[src/design/shs_pkg.sv]
package shs_pkg;

   localparam int QUEUE_DEPTH = 4;
   localparam int BLOCK_BYTES = 64;
   localparam int LEN_FILL = 56;
   localparam logic [7:0] PAD_MARK = 8'h80;

   typedef struct packed {
      logic [7:0] data_byte;
      logic       byte_valid;
      logic       last_byte;
   } req_type;

   typedef struct packed {
      logic [31:0] digest_word_0;
      logic [31:0] digest_word_1;
      logic [31:0] digest_word_2;
      logic [31:0] digest_word_3;
      logic [31:0] digest_word_4;
      logic [31:0] digest_word_5;
      logic [31:0] digest_word_6;
      logic [31:0] digest_word_7;
   } rsp_type;

   typedef struct packed {
      logic start;
      logic init;
   } core_ctl_type;

   typedef struct packed {
      logic busy;
      logic done;
   } core_sts_type;

   typedef enum logic [1:0] {
      CORE_IDLE,
      CORE_RUN,
      CORE_FIN
   } core_state_type;

   typedef enum logic [2:0] {
      ST_IDLE,
      ST_PAD_ONE,
      ST_PAD_ZERO,
      ST_PAD_LEN,
      ST_COMP,
      ST_OUT
   } back_state_type;

   function automatic logic [31:0] init_hash(input logic [2:0] idx);
      logic [31:0] val;
      unique case (idx)
         3'd0: val = 32'h6a09e667;
         3'd1: val = 32'hbb67ae85;
         3'd2: val = 32'h3c6ef372;
         3'd3: val = 32'ha54ff53a;
         3'd4: val = 32'h510e527f;
         3'd5: val = 32'h9b05688c;
         3'd6: val = 32'h1f83d9ab;
         default: val = 32'h5be0cd19;
      endcase
      return val;
   endfunction

   function automatic logic [31:0] round_k(input logic [5:0] t);
      logic [31:0] val;
      unique case (t)
         6'd0: val = 32'h428a2f98;  6'd1: val = 32'h71374491;
         6'd2: val = 32'hb5c0fbcf;  6'd3: val = 32'he9b5dba5;
         6'd4: val = 32'h3956c25b;  6'd5: val = 32'h59f111f1;
         6'd6: val = 32'h923f82a4;  6'd7: val = 32'hab1c5ed5;
         6'd8: val = 32'hd807aa98;  6'd9: val = 32'h12835b01;
         6'd10: val = 32'h243185be; 6'd11: val = 32'h550c7dc3;
         6'd12: val = 32'h72be5d74; 6'd13: val = 32'h80deb1fe;
         6'd14: val = 32'h9bdc06a7; 6'd15: val = 32'hc19bf174;
         6'd16: val = 32'he49b69c1; 6'd17: val = 32'hefbe4786;
         6'd18: val = 32'h0fc19dc6; 6'd19: val = 32'h240ca1cc;
         6'd20: val = 32'h2de92c6f; 6'd21: val = 32'h4a7484aa;
         6'd22: val = 32'h5cb0a9dc; 6'd23: val = 32'h76f988da;
         6'd24: val = 32'h983e5152; 6'd25: val = 32'ha831c66d;
         6'd26: val = 32'hb00327c8; 6'd27: val = 32'hbf597fc7;
         6'd28: val = 32'hc6e00bf3; 6'd29: val = 32'hd5a79147;
         6'd30: val = 32'h06ca6351; 6'd31: val = 32'h14292967;
         6'd32: val = 32'h27b70a85; 6'd33: val = 32'h2e1b2138;
         6'd34: val = 32'h4d2c6dfc; 6'd35: val = 32'h53380d13;
         6'd36: val = 32'h650a7354; 6'd37: val = 32'h766a0abb;
         6'd38: val = 32'h81c2c92e; 6'd39: val = 32'h92722c85;
         6'd40: val = 32'ha2bfe8a1; 6'd41: val = 32'ha81a664b;
         6'd42: val = 32'hc24b8b70; 6'd43: val = 32'hc76c51a3;
         6'd44: val = 32'hd192e819; 6'd45: val = 32'hd6990624;
         6'd46: val = 32'hf40e3585; 6'd47: val = 32'h106aa070;
         6'd48: val = 32'h19a4c116; 6'd49: val = 32'h1e376c08;
         6'd50: val = 32'h2748774c; 6'd51: val = 32'h34b0bcb5;
         6'd52: val = 32'h391c0cb3; 6'd53: val = 32'h4ed8aa4a;
         6'd54: val = 32'h5b9cca4f; 6'd55: val = 32'h682e6ff3;
         6'd56: val = 32'h748f82ee; 6'd57: val = 32'h78a5636f;
         6'd58: val = 32'h84c87814; 6'd59: val = 32'h8cc70208;
         6'd60: val = 32'h90befffa; 6'd61: val = 32'ha4506ceb;
         6'd62: val = 32'hbef9a3f7;
         default: val = 32'hc67178f2;
      endcase
      return val;
   endfunction

   function automatic logic [31:0] ror(input logic [31:0] x, input int n);
      return (x >> n) | (x << (32 - n));
   endfunction

endpackage

[src/design/sha256_stream_hasher.sv]
// sha-256 of a byte stream, one byte per transfer; a transfer with last_byte
// closes the message (byte_valid low allows an empty one) and one digest
// transfer follows. bytes enter a small queue and are absorbed at one per
// cycle except while a block compresses or a message finishes; every 64
// bytes the round engine runs 64 rounds at one per cycle between a setup
// step and a chain update; this single engine paces a long message. finishing
// pads byte by byte with one or two more compressions. the digest sits
// in an output register, so the next message can start while it waits.
module sha256_stream_hasher #(
   parameter int QUEUE_DEPTH = shs_pkg::QUEUE_DEPTH
) (
   input  logic             clock,
   input  logic             reset,
   input  logic             req_valid,
   output logic             req_stall,
   input  shs_pkg::req_type req_data,
   output logic             rsp_valid,
   input  logic             rsp_stall,
   output shs_pkg::rsp_type rsp_data
);

   // queue between intake and hashing
   logic             q_valid;
   logic             q_pop;
   shs_pkg::req_type q_data;

   // intake side: buffers transfers, drops idle ones
   shs_front #(
      .QUEUE_DEPTH (QUEUE_DEPTH)
   ) u_front (
      .clock     (clock),
      .reset     (reset),
      .req_valid (req_valid),
      .req_stall (req_stall),
      .req_data  (req_data),
      .q_valid   (q_valid),
      .q_data    (q_data),
      .q_pop     (q_pop)
   );

   // hashing side: block assembly, padding, rounds, digest register
   shs_back u_back (
      .clock     (clock),
      .reset     (reset),
      .q_valid   (q_valid),
      .q_data    (q_data),
      .q_pop     (q_pop),
      .rsp_valid (rsp_valid),
      .rsp_stall (rsp_stall),
      .rsp_data  (rsp_data)
   );

`ifndef NO_ASSERTIONS
   // never pop an empty queue
   assert property (@(posedge clock) disable iff (reset) q_pop |-> q_valid)
      else $error("pop from empty queue");
   // no digest right after reset
   assert property (@(posedge clock) reset |=> !rsp_valid)
      else $error("digest valid after reset");
   // a digest is never raised directly on a pop
   assert property (@(posedge clock) disable iff (reset)
      $rose(rsp_valid) |-> !$past(q_pop))
      else $error("digest raised directly on a pop");
`endif

endmodule

[src/design/shs_front.sv]
module shs_front #(
   parameter int QUEUE_DEPTH = shs_pkg::QUEUE_DEPTH
) (
   input  logic             clock,
   input  logic             reset,
   input  logic             req_valid,
   output logic             req_stall,
   input  shs_pkg::req_type req_data,
   output logic             q_valid,
   output shs_pkg::req_type q_data,
   input  logic             q_pop
);

   localparam int PtrW = (QUEUE_DEPTH > 1) ? $clog2(QUEUE_DEPTH) : 1;
   localparam int CntW = $clog2(QUEUE_DEPTH + 1);

   shs_pkg::req_type     slot_ff [QUEUE_DEPTH];
   logic [PtrW-1:0]      head_ff, head_in, tail_ff, tail_in;
   logic [CntW-1:0]      used_ff, used_in;
   logic                 push;

   // idle items carry nothing and are dropped here
   assign req_stall = (used_ff == CntW'(QUEUE_DEPTH));
   assign push      = req_valid && !req_stall &&
                      (req_data.byte_valid || req_data.last_byte);
   assign q_valid   = (used_ff != '0);
   assign q_data    = slot_ff[head_ff];

   always_comb begin
      head_in = head_ff;
      tail_in = tail_ff;
      used_in = used_ff;
      if (push) begin
         tail_in = (tail_ff == PtrW'(QUEUE_DEPTH - 1)) ? '0 : tail_ff + 1'b1;
      end
      if (q_pop && q_valid) begin
         head_in = (head_ff == PtrW'(QUEUE_DEPTH - 1)) ? '0 : head_ff + 1'b1;
      end
      used_in = used_ff + CntW'(push) - CntW'(q_pop && q_valid);
   end

   always_ff @(posedge clock) begin
      if (reset) begin
         head_ff <= '0;
         tail_ff <= '0;
         used_ff <= '0;
      end else begin
         head_ff <= head_in;
         tail_ff <= tail_in;
         used_ff <= used_in;
      end
      if (push) begin
         slot_ff[tail_ff] <= req_data;
      end
   end

endmodule

[src/design/shs_core.sv]
module shs_core (
   input  logic                  clock,
   input  logic                  reset,
   input  shs_pkg::core_ctl_type ctl,
   input  logic [511:0]          block,
   output shs_pkg::core_sts_type sts,
   output logic [7:0][31:0]      chain
);

   shs_pkg::core_state_type state_ff, state_in;
   logic [7:0][31:0]  chain_ff;
   logic [7:0][31:0]  v_ff;
   logic [15:0][31:0] w_ff;
   logic [5:0]        round_ff;
   logic [31:0]       s1, ch, t1, s0, maj, t2, sg0, sg1, w_new;

   assign chain    = chain_ff;
   assign sts.busy = (state_ff != shs_pkg::CORE_IDLE);
   assign sts.done = (state_ff == shs_pkg::CORE_FIN);

   always_comb begin
      s1  = shs_pkg::ror(v_ff[4], 6) ^ shs_pkg::ror(v_ff[4], 11) ^ shs_pkg::ror(v_ff[4], 25);
      ch  = (v_ff[4] & v_ff[5]) ^ (~v_ff[4] & v_ff[6]);
      t1  = v_ff[7] + s1 + ch + shs_pkg::round_k(round_ff) + w_ff[0];
      s0  = shs_pkg::ror(v_ff[0], 2) ^ shs_pkg::ror(v_ff[0], 13) ^ shs_pkg::ror(v_ff[0], 22);
      maj = (v_ff[0] & v_ff[1]) ^ (v_ff[0] & v_ff[2]) ^ (v_ff[1] & v_ff[2]);
      t2  = s0 + maj;
      sg0 = shs_pkg::ror(w_ff[1], 7) ^ shs_pkg::ror(w_ff[1], 18) ^ (w_ff[1] >> 3);
      sg1 = shs_pkg::ror(w_ff[14], 17) ^ shs_pkg::ror(w_ff[14], 19) ^ (w_ff[14] >> 10);
      w_new = w_ff[0] + sg0 + w_ff[9] + sg1;
   end

   always_comb begin
      state_in = state_ff;
      unique case (state_ff)
         shs_pkg::CORE_IDLE: if (ctl.start) state_in = shs_pkg::CORE_RUN;
         shs_pkg::CORE_RUN:  if (round_ff == 6'd63) state_in = shs_pkg::CORE_FIN;
         shs_pkg::CORE_FIN:  state_in = shs_pkg::CORE_IDLE;
         default:            state_in = shs_pkg::CORE_IDLE;
      endcase
   end

   always_ff @(posedge clock) begin
      if (reset) begin
         state_ff <= shs_pkg::CORE_IDLE;
         round_ff <= '0;
         for (int i = 0; i < 8; i++) chain_ff[i] <= shs_pkg::init_hash(3'(i));
      end else begin
         state_ff <= state_in;
         if (ctl.init) begin
            for (int i = 0; i < 8; i++) chain_ff[i] <= shs_pkg::init_hash(3'(i));
         end else if (state_ff == shs_pkg::CORE_FIN) begin
            for (int i = 0; i < 8; i++) chain_ff[i] <= chain_ff[i] + v_ff[i];
         end
         if (state_ff == shs_pkg::CORE_RUN) round_ff <= round_ff + 1'b1;
         else round_ff <= '0;
      end
      if (state_ff == shs_pkg::CORE_IDLE && ctl.start) begin
         v_ff <= chain_ff;
         for (int i = 0; i < 16; i++) w_ff[i] <= block[511 - 32*i -: 32];
      end else if (state_ff == shs_pkg::CORE_RUN) begin
         v_ff[7] <= v_ff[6];
         v_ff[6] <= v_ff[5];
         v_ff[5] <= v_ff[4];
         v_ff[4] <= v_ff[3] + t1;
         v_ff[3] <= v_ff[2];
         v_ff[2] <= v_ff[1];
         v_ff[1] <= v_ff[0];
         v_ff[0] <= t1 + t2;
         for (int i = 0; i < 15; i++) w_ff[i] <= w_ff[i+1];
         w_ff[15] <= w_new;
      end
   end

endmodule

[src/design/shs_back.sv]
module shs_back (
   input  logic             clock,
   input  logic             reset,
   input  logic             q_valid,
   input  shs_pkg::req_type q_data,
   output logic             q_pop,
   output logic             rsp_valid,
   input  logic             rsp_stall,
   output shs_pkg::rsp_type rsp_data
);

   shs_pkg::back_state_type state_ff, state_in, resume_ff, resume_in;
   logic [5:0]   fill_ff, fill_in;
   logic [60:0]  count_ff, count_in;
   logic [63:0]  len_ff, len_in;
   logic [511:0] blk_ff;
   logic         wait_ff, wait_in;
   logic         rsp_valid_ff, rsp_valid_in;
   shs_pkg::rsp_type rsp_ff;
   logic         push;
   logic [7:0]   push_byte;
   logic         load_rsp;
   shs_pkg::back_state_type after_push;
   shs_pkg::core_ctl_type ctl;
   shs_pkg::core_sts_type sts;
   logic [7:0][31:0] chain;

   shs_core u_core (
      .clock (clock),
      .reset (reset),
      .ctl   (ctl),
      .block (blk_ff),
      .sts   (sts),
      .chain (chain)
   );

   assign rsp_valid = rsp_valid_ff;
   assign rsp_data  = rsp_ff;

   always_comb begin
      state_in     = state_ff;
      resume_in    = resume_ff;
      fill_in      = fill_ff;
      count_in     = count_ff;
      len_in       = len_ff;
      wait_in      = wait_ff;
      rsp_valid_in = rsp_valid_ff && rsp_stall;
      push         = 1'b0;
      push_byte    = q_data.data_byte;
      after_push   = state_ff;
      q_pop        = 1'b0;
      load_rsp     = 1'b0;
      ctl.start    = 1'b0;
      ctl.init     = 1'b0;
      unique case (state_ff)
         shs_pkg::ST_IDLE: if (q_valid) begin
            q_pop      = 1'b1;
            push       = q_data.byte_valid;
            count_in   = count_ff + 61'(q_data.byte_valid);
            len_in     = {count_in, 3'b000};
            after_push = q_data.last_byte ? shs_pkg::ST_PAD_ONE : shs_pkg::ST_IDLE;
            state_in   = after_push;
         end
         shs_pkg::ST_PAD_ONE: begin
            push       = 1'b1;
            push_byte  = shs_pkg::PAD_MARK;
            after_push = shs_pkg::ST_PAD_ZERO;
            state_in   = after_push;
         end
         shs_pkg::ST_PAD_ZERO: begin
            if (fill_ff == 6'(shs_pkg::LEN_FILL)) begin
               state_in = shs_pkg::ST_PAD_LEN;
            end else begin
               push      = 1'b1;
               push_byte = '0;
               after_push = shs_pkg::ST_PAD_ZERO;
            end
         end
         shs_pkg::ST_PAD_LEN: begin
            push       = 1'b1;
            push_byte  = len_ff[63:56];
            len_in     = {len_ff[55:0], 8'h00};
            after_push = shs_pkg::ST_OUT;
         end
         shs_pkg::ST_COMP: begin
            if (!wait_ff && !sts.busy) begin
               ctl.start = 1'b1;
               wait_in   = 1'b1;
            end else if (sts.done) begin
               wait_in  = 1'b0;
               state_in = resume_ff;
            end
         end
         shs_pkg::ST_OUT: if (!rsp_valid_ff || !rsp_stall) begin
            load_rsp     = 1'b1;
            rsp_valid_in = 1'b1;
            ctl.init     = 1'b1;
            count_in     = '0;
            state_in     = shs_pkg::ST_IDLE;
         end
         default: state_in = shs_pkg::ST_IDLE;
      endcase
      // a full block goes to the round engine, then the flow resumes
      if (push) begin
         fill_in = fill_ff + 1'b1;
         if (fill_ff == 6'(shs_pkg::BLOCK_BYTES - 1)) begin
            state_in  = shs_pkg::ST_COMP;
            resume_in = after_push;
         end
      end
   end

   always_ff @(posedge clock) begin
      if (reset) begin
         state_ff     <= shs_pkg::ST_IDLE;
         resume_ff    <= shs_pkg::ST_IDLE;
         fill_ff      <= '0;
         count_ff     <= '0;
         wait_ff      <= 1'b0;
         rsp_valid_ff <= 1'b0;
      end else begin
         state_ff     <= state_in;
         resume_ff    <= resume_in;
         fill_ff      <= fill_in;
         count_ff     <= count_in;
         wait_ff      <= wait_in;
         rsp_valid_ff <= rsp_valid_in;
      end
      len_ff <= len_in;
      if (push) blk_ff <= {blk_ff[503:0], push_byte};
      if (load_rsp) begin
         rsp_ff.digest_word_0 <= chain[0];
         rsp_ff.digest_word_1 <= chain[1];
         rsp_ff.digest_word_2 <= chain[2];
         rsp_ff.digest_word_3 <= chain[3];
         rsp_ff.digest_word_4 <= chain[4];
         rsp_ff.digest_word_5 <= chain[5];
         rsp_ff.digest_word_6 <= chain[6];
         rsp_ff.digest_word_7 <= chain[7];
      end
   end

endmodule
[config.mk]
export PLATFORM = sky130hd
export DESIGN_NAME = sha256_stream_hasher
export DESIGN_NICKNAME = d
export VERILOG_FILES = /design/src/design/shs_pkg.sv /design/src/design/sha256_stream_hasher.sv /design/src/design/shs_front.sv /design/src/design/shs_core.sv /design/src/design/shs_back.sv
export SDC_FILE = /design/constraint.sdc
export NUM_CORES = 2
export LEC_CHECK = 0
export BUFFER_PORTS_ARGS = -buffer_cell sky130_fd_sc_hd__buf_2
export CORE_ASPECT_RATIO = 0.6
export CORE_MARGIN = 10
export CORE_UTILIZATION = 68
export DETAILED_ROUTE_END_ITERATION = 8
export PLACE_DENSITY_LB_ADDON = 0.3
export SLEW_MARGIN = 30
export SYNTH_ARGS = -nofsm -noshare
export SYNTH_HDL_FRONTEND = slang
export SYNTH_SLANG_ARGS = --single-unit
[constraint.sdc]
create_clock -name clock -period 73.1 [get_ports clock]
set_input_delay 7.31 -clock clock [delete_from_list [all_inputs] [get_ports clock]]
set_output_delay 7.31 -clock clock [all_outputs]
set_load 0.05 [all_outputs]
==> run_results.csv <==
group,metric,value,unit
timing,period_share,0.147,
timing,relSlewSlack,0.172,
synth,synth_nets,10284,
synth,synth-seq-cells,2017,
synth,async_flop_share,0,
run,cap_violations,0,
die,ios,272,
critical_path,cpLargestDelayFamily,"simple AND/OR/NAND/NOR gates",
hold_path,holdPathStages,0,
hold_path,hp-start,"u_back.blk_ff[82]$_DFFE_PP_",
timing,hold_violations,0,
place,hpwl,229000,µm
die,row_count,109,
clocking,clk_pin_slew_worst_paths,0.07,ns
finish,layout.nets,10381,
power_and_ir_drop,power_frac_clock,0.346,
timing,fin_crit,10.73,ns
timing,slew_violations,0,
critical_path,path_cells,"buf_2, buf_6, or3_1, inv_2, ha_1, nor2_1, nor2_1, o21ai_0, a311oi_1, a31oi_1, o32ai_1",
route,wire_per_inst,27.1,µm
global_routing,gr-total-overflow,0,
synth,synth_cell_type_count,91,
synth,synth_top_area_frac,0.483,
timing,fin_skew,0.0749,ns
route,drt_iter0_drc,12372,
critical_path,ff2ff_path_depth,31,
critical_path,cp_max_fo,86,
finish,drive_gt1_frac,0.0747,
power_and_ir_drop,ir_drop,0.0000460,V
power_and_ir_drop,power.density,25.9,nW/µm²
power_and_ir_drop,p_total,2870,µW
critical_path,r2r_slack,62.82,ns
synth,ys_seq_area_frac,0.558,
die,dieArea,166000,µm²
route,num_vias,77271,
hold_path,min_to,"u_back.blk_ff[90]$_DFFE_PP_",
synth,ys.flop_type,"edfxtp_1",
clocking,cts_setup_buffers,0,
timing,rsz0062_at_grt,"no",
synth,syn_area,102000,µm²
hold_path,hp-class,"reg2reg",
place,finalWeightedCongestion,1.04,
global_routing,grtUsageMet2,0.481,
synth,synth_common_cells,"2552 x nand2_1, 1637 x edfxtp_1, 594 x a21oi_1",
die,die_h,320,µm
clocking,cts_tree,"done",
synth,synthMuxAreaShare,0.00732,
critical_path,r2r-end,"u_back.u_core.v_ff[31]$_DFFE_PP_",
clocking,numCtsBuffers,177,
synth,synth-edff-count,1637,
critical_path,cp.arrival,11.43,ns
timing,worst_pin_slew,1.24,ns
clocking,cts.sinks,2017,
clocking,cts_hold_buf,0,
clocking,clk-insertion-delay-late,0.86,ns
critical_path,cp-start-kind,"primary input",
timing,setup_tns,0,ns
place,io_buffers,271,
power_and_ir_drop,p_sw_frac,0.266,
route,drt-total-wl,323000,µm
critical_path,rr_startpoint,"u_back.u_core.v_ff[140]$_DFFE_PP_",
critical_path,critPathBufInv,3,
die,die-width,519,µm
outcome,outcome,"finished, final reports clean",
global_routing,track_usage,0.378,
power_and_ir_drop,combPwrFrac,0.078,
route,remaining_drc_errors,0,
power_and_ir_drop,p_sw,764,µW
global_routing,antenna_found_initial,19,
finish,final_util,0.751,
timing,fmaxAchievable,93.2,MHz
synth,yosys-top-cells-area,"edfxtp_1 48%, nand2_1 9.4%, dfxtp_1 7.5%, ha_1 4.9%, fa_1 3.9%",
critical_path,critPathKind,"in2reg",
critical_path,cp_slowest_cell,"or3_1",
global_routing,grt_start_max_net_pins,165,
synth,synthSimpleGateAreaFrac,0.144,
global_routing,grt_pass1_wl,472000,µm
die,core_region_area,148000,µm²
synth,synth_compound_area_frac,0.112,
power_and_ir_drop,pwr-share-seq,0.576,
global_routing,grt_pass1_vias,72120,
global_routing,grt_busiest_layer,"met1",
synth,synth_top_family_by_area,"simple AND/OR/NAND/NOR gates",
power_and_ir_drop,power.internal,2110,µW
synth,yosysMostFrequentCell,"nand2_1",
clocking,cts-root-buf,"clkbuf_16",
critical_path,cpMostUsedCell,"nor2_1",
power_and_ir_drop,p_leak,0.0455,µW
critical_path,max_stage_delay,0.80,ns
global_routing,met3_usage,0.181,
synth,yosysWarnings,0,
die,initial_core_util,0.688,
clocking,post_cts_resized,0,
finish,syn_to_final_growth,9.19,%
timing,setup_viol,0,
synth,yosys.area.top_type,"edfxtp_1",
route,first_pass_iters,8,
route,vias_per_cell,6.48,
clocking,htreeDepth,4,
synth,synthXorXnorAreaFrac,0.0546,
synth,avgSynthCellArea,10.5,µm²
critical_path,crit_required,73.80,ns
global_routing,met1_usage,0.569,
synth,synth_fa_ha_area_frac,0.0881,
route,drtAntennaViolNets,0,
synth,synthCells,9674,
clocking,clk_path_buf_depth,3,
critical_path,crit_path_end_kind,"flip-flop",
-- worst max path at each step --
stage,start,to,slack [ns],cells after the start
after floorplan,u_back.fill_ff[0]$_SDFFE_PP0P_,u_back.resume_ff[0]$_SDFFE_PP0P_,44.76,9
after global placement,reset,flip-flop,61.69,11
after detailed placement,reset,flip-flop,61.65,11
after CTS,reset,flip-flop,62.52,11
after global routing,reset,flip-flop,62.35,13
final,reset,flip-flop,62.37,11
-- layout by cell type (no fill, tap or decap), types with 24 or more instances in the layout --
cell,count
xnor2_1,378
o21bai_1,46
buf_4,88
or3_1,40
nor2_1,409
fa_1,196
ha_1,399
a21oi_1,593
a211o_1,24
and2_1,30
nand3_1,115
clkinv_1,32
a211oi_1,65
nor2b_1,60
o21a_1,52
o21ai_1,105
clkbuf_1,29
inv_1,508
a21o_1,198
nor3_1,101
mux2_2,30
a31oi_1,44
nand4_1,35
nand2_1,2547
clkbuf_16,177
edfxtp_1,1637
and3_1,45
o21ai_0,370
clkinv_2,27
buf_2,271
o211ai_1,107
xor2_1,247
o31ai_1,30
nand2b_1,70
dfxtp_1,380
-- stage by stage --
| step | worst slack, ns | cells | instance area, µm² | hold slack [ns] |
|---|---|---|---|---|
| finish | 62.37 | 11932 | 111000 | 0.406 |
| floorplan | 44.76 | 9674 | 102000 | 0.417 |
| global route | 62.35 | 11919 | 111000 | 0.425 |
| global placement | 61.69 | 11588 | 105000 | 0.427 |
| detailed placement | 61.65 | 11589 | 105000 | 0.431 |
| CTS | 62.52 | 11918 | 111000 | 0.412 |
-- final cells by class --
cell class	instances	area, µm²
inverters	512	1920
clock inverters	114	1420
repair buffers	373	2230
clock buffers	215	4660
diodes	13	32.5
flip-flops and latches	2017	56800
multi-input cells	6690	41600
fillers	9524	36900
well taps	1998	2500
-- state kept, by name, indices dropped and copies added (netlist names), named ones only --
| name | count |
|---|---|
| u_back.rsp_valid | 1 |
| u_back.u_core.chain | 256 |
| u_back.count_ff | 61 |
| u_back.rsp_data | 256 |
| u_back.state_ff | 3 |
| u_front.used_ff | 3 |
| u_front.slot_ff | 40 |
| u_back.blk_ff | 512 |
| u_back.u_core.state_ff | 2 |
| u_front.head_ff | 2 |
| u_back.fill_ff | 6 |
| u_back.resume_ff | 3 |
| u_back.wait_ff | 1 |
| u_back.u_core.v_ff | 256 |
| u_front.tail_ff | 2 |
| u_back.len_ff | 61 |
| u_back.u_core.round_ff | 6 |
| u_back.u_core.w_ff | 512 |
-- cell families after synthesis --
| family | count (synthesis) |
|---|---|
| AO/OA/AOI/OAI | 1841 |
| XOR/XNOR | 634 |
| adder cells (fa/ha/maj) | 600 |
| buffers and inverters | 967 |
| flip-flops | 2017 |
| multiplexers | 58 |
| AND/OR/NAND/NOR | 3557 |
-- routing by layer --
metal	vias to the layer above	share of wire
li1	33734	-
met3	666	0.19
met5	-	0.00025
met4	12	0.030
met1	37159	0.40
met2	5700	0.38
-- power groups by stage --
stage / clock, µW / sequential [µW] / combinational, µW
finish: 994 / 1660 / 224
detailed placement: 0 / 1660 / 220
floorplan: 0 / 1840 / 151
global placement: 0 / 1650 / 208
CTS: 993 / 1650 / 221
global route: 1040 / 1670 / 243
No activity file was read; power rests on OpenSTA's default activity.
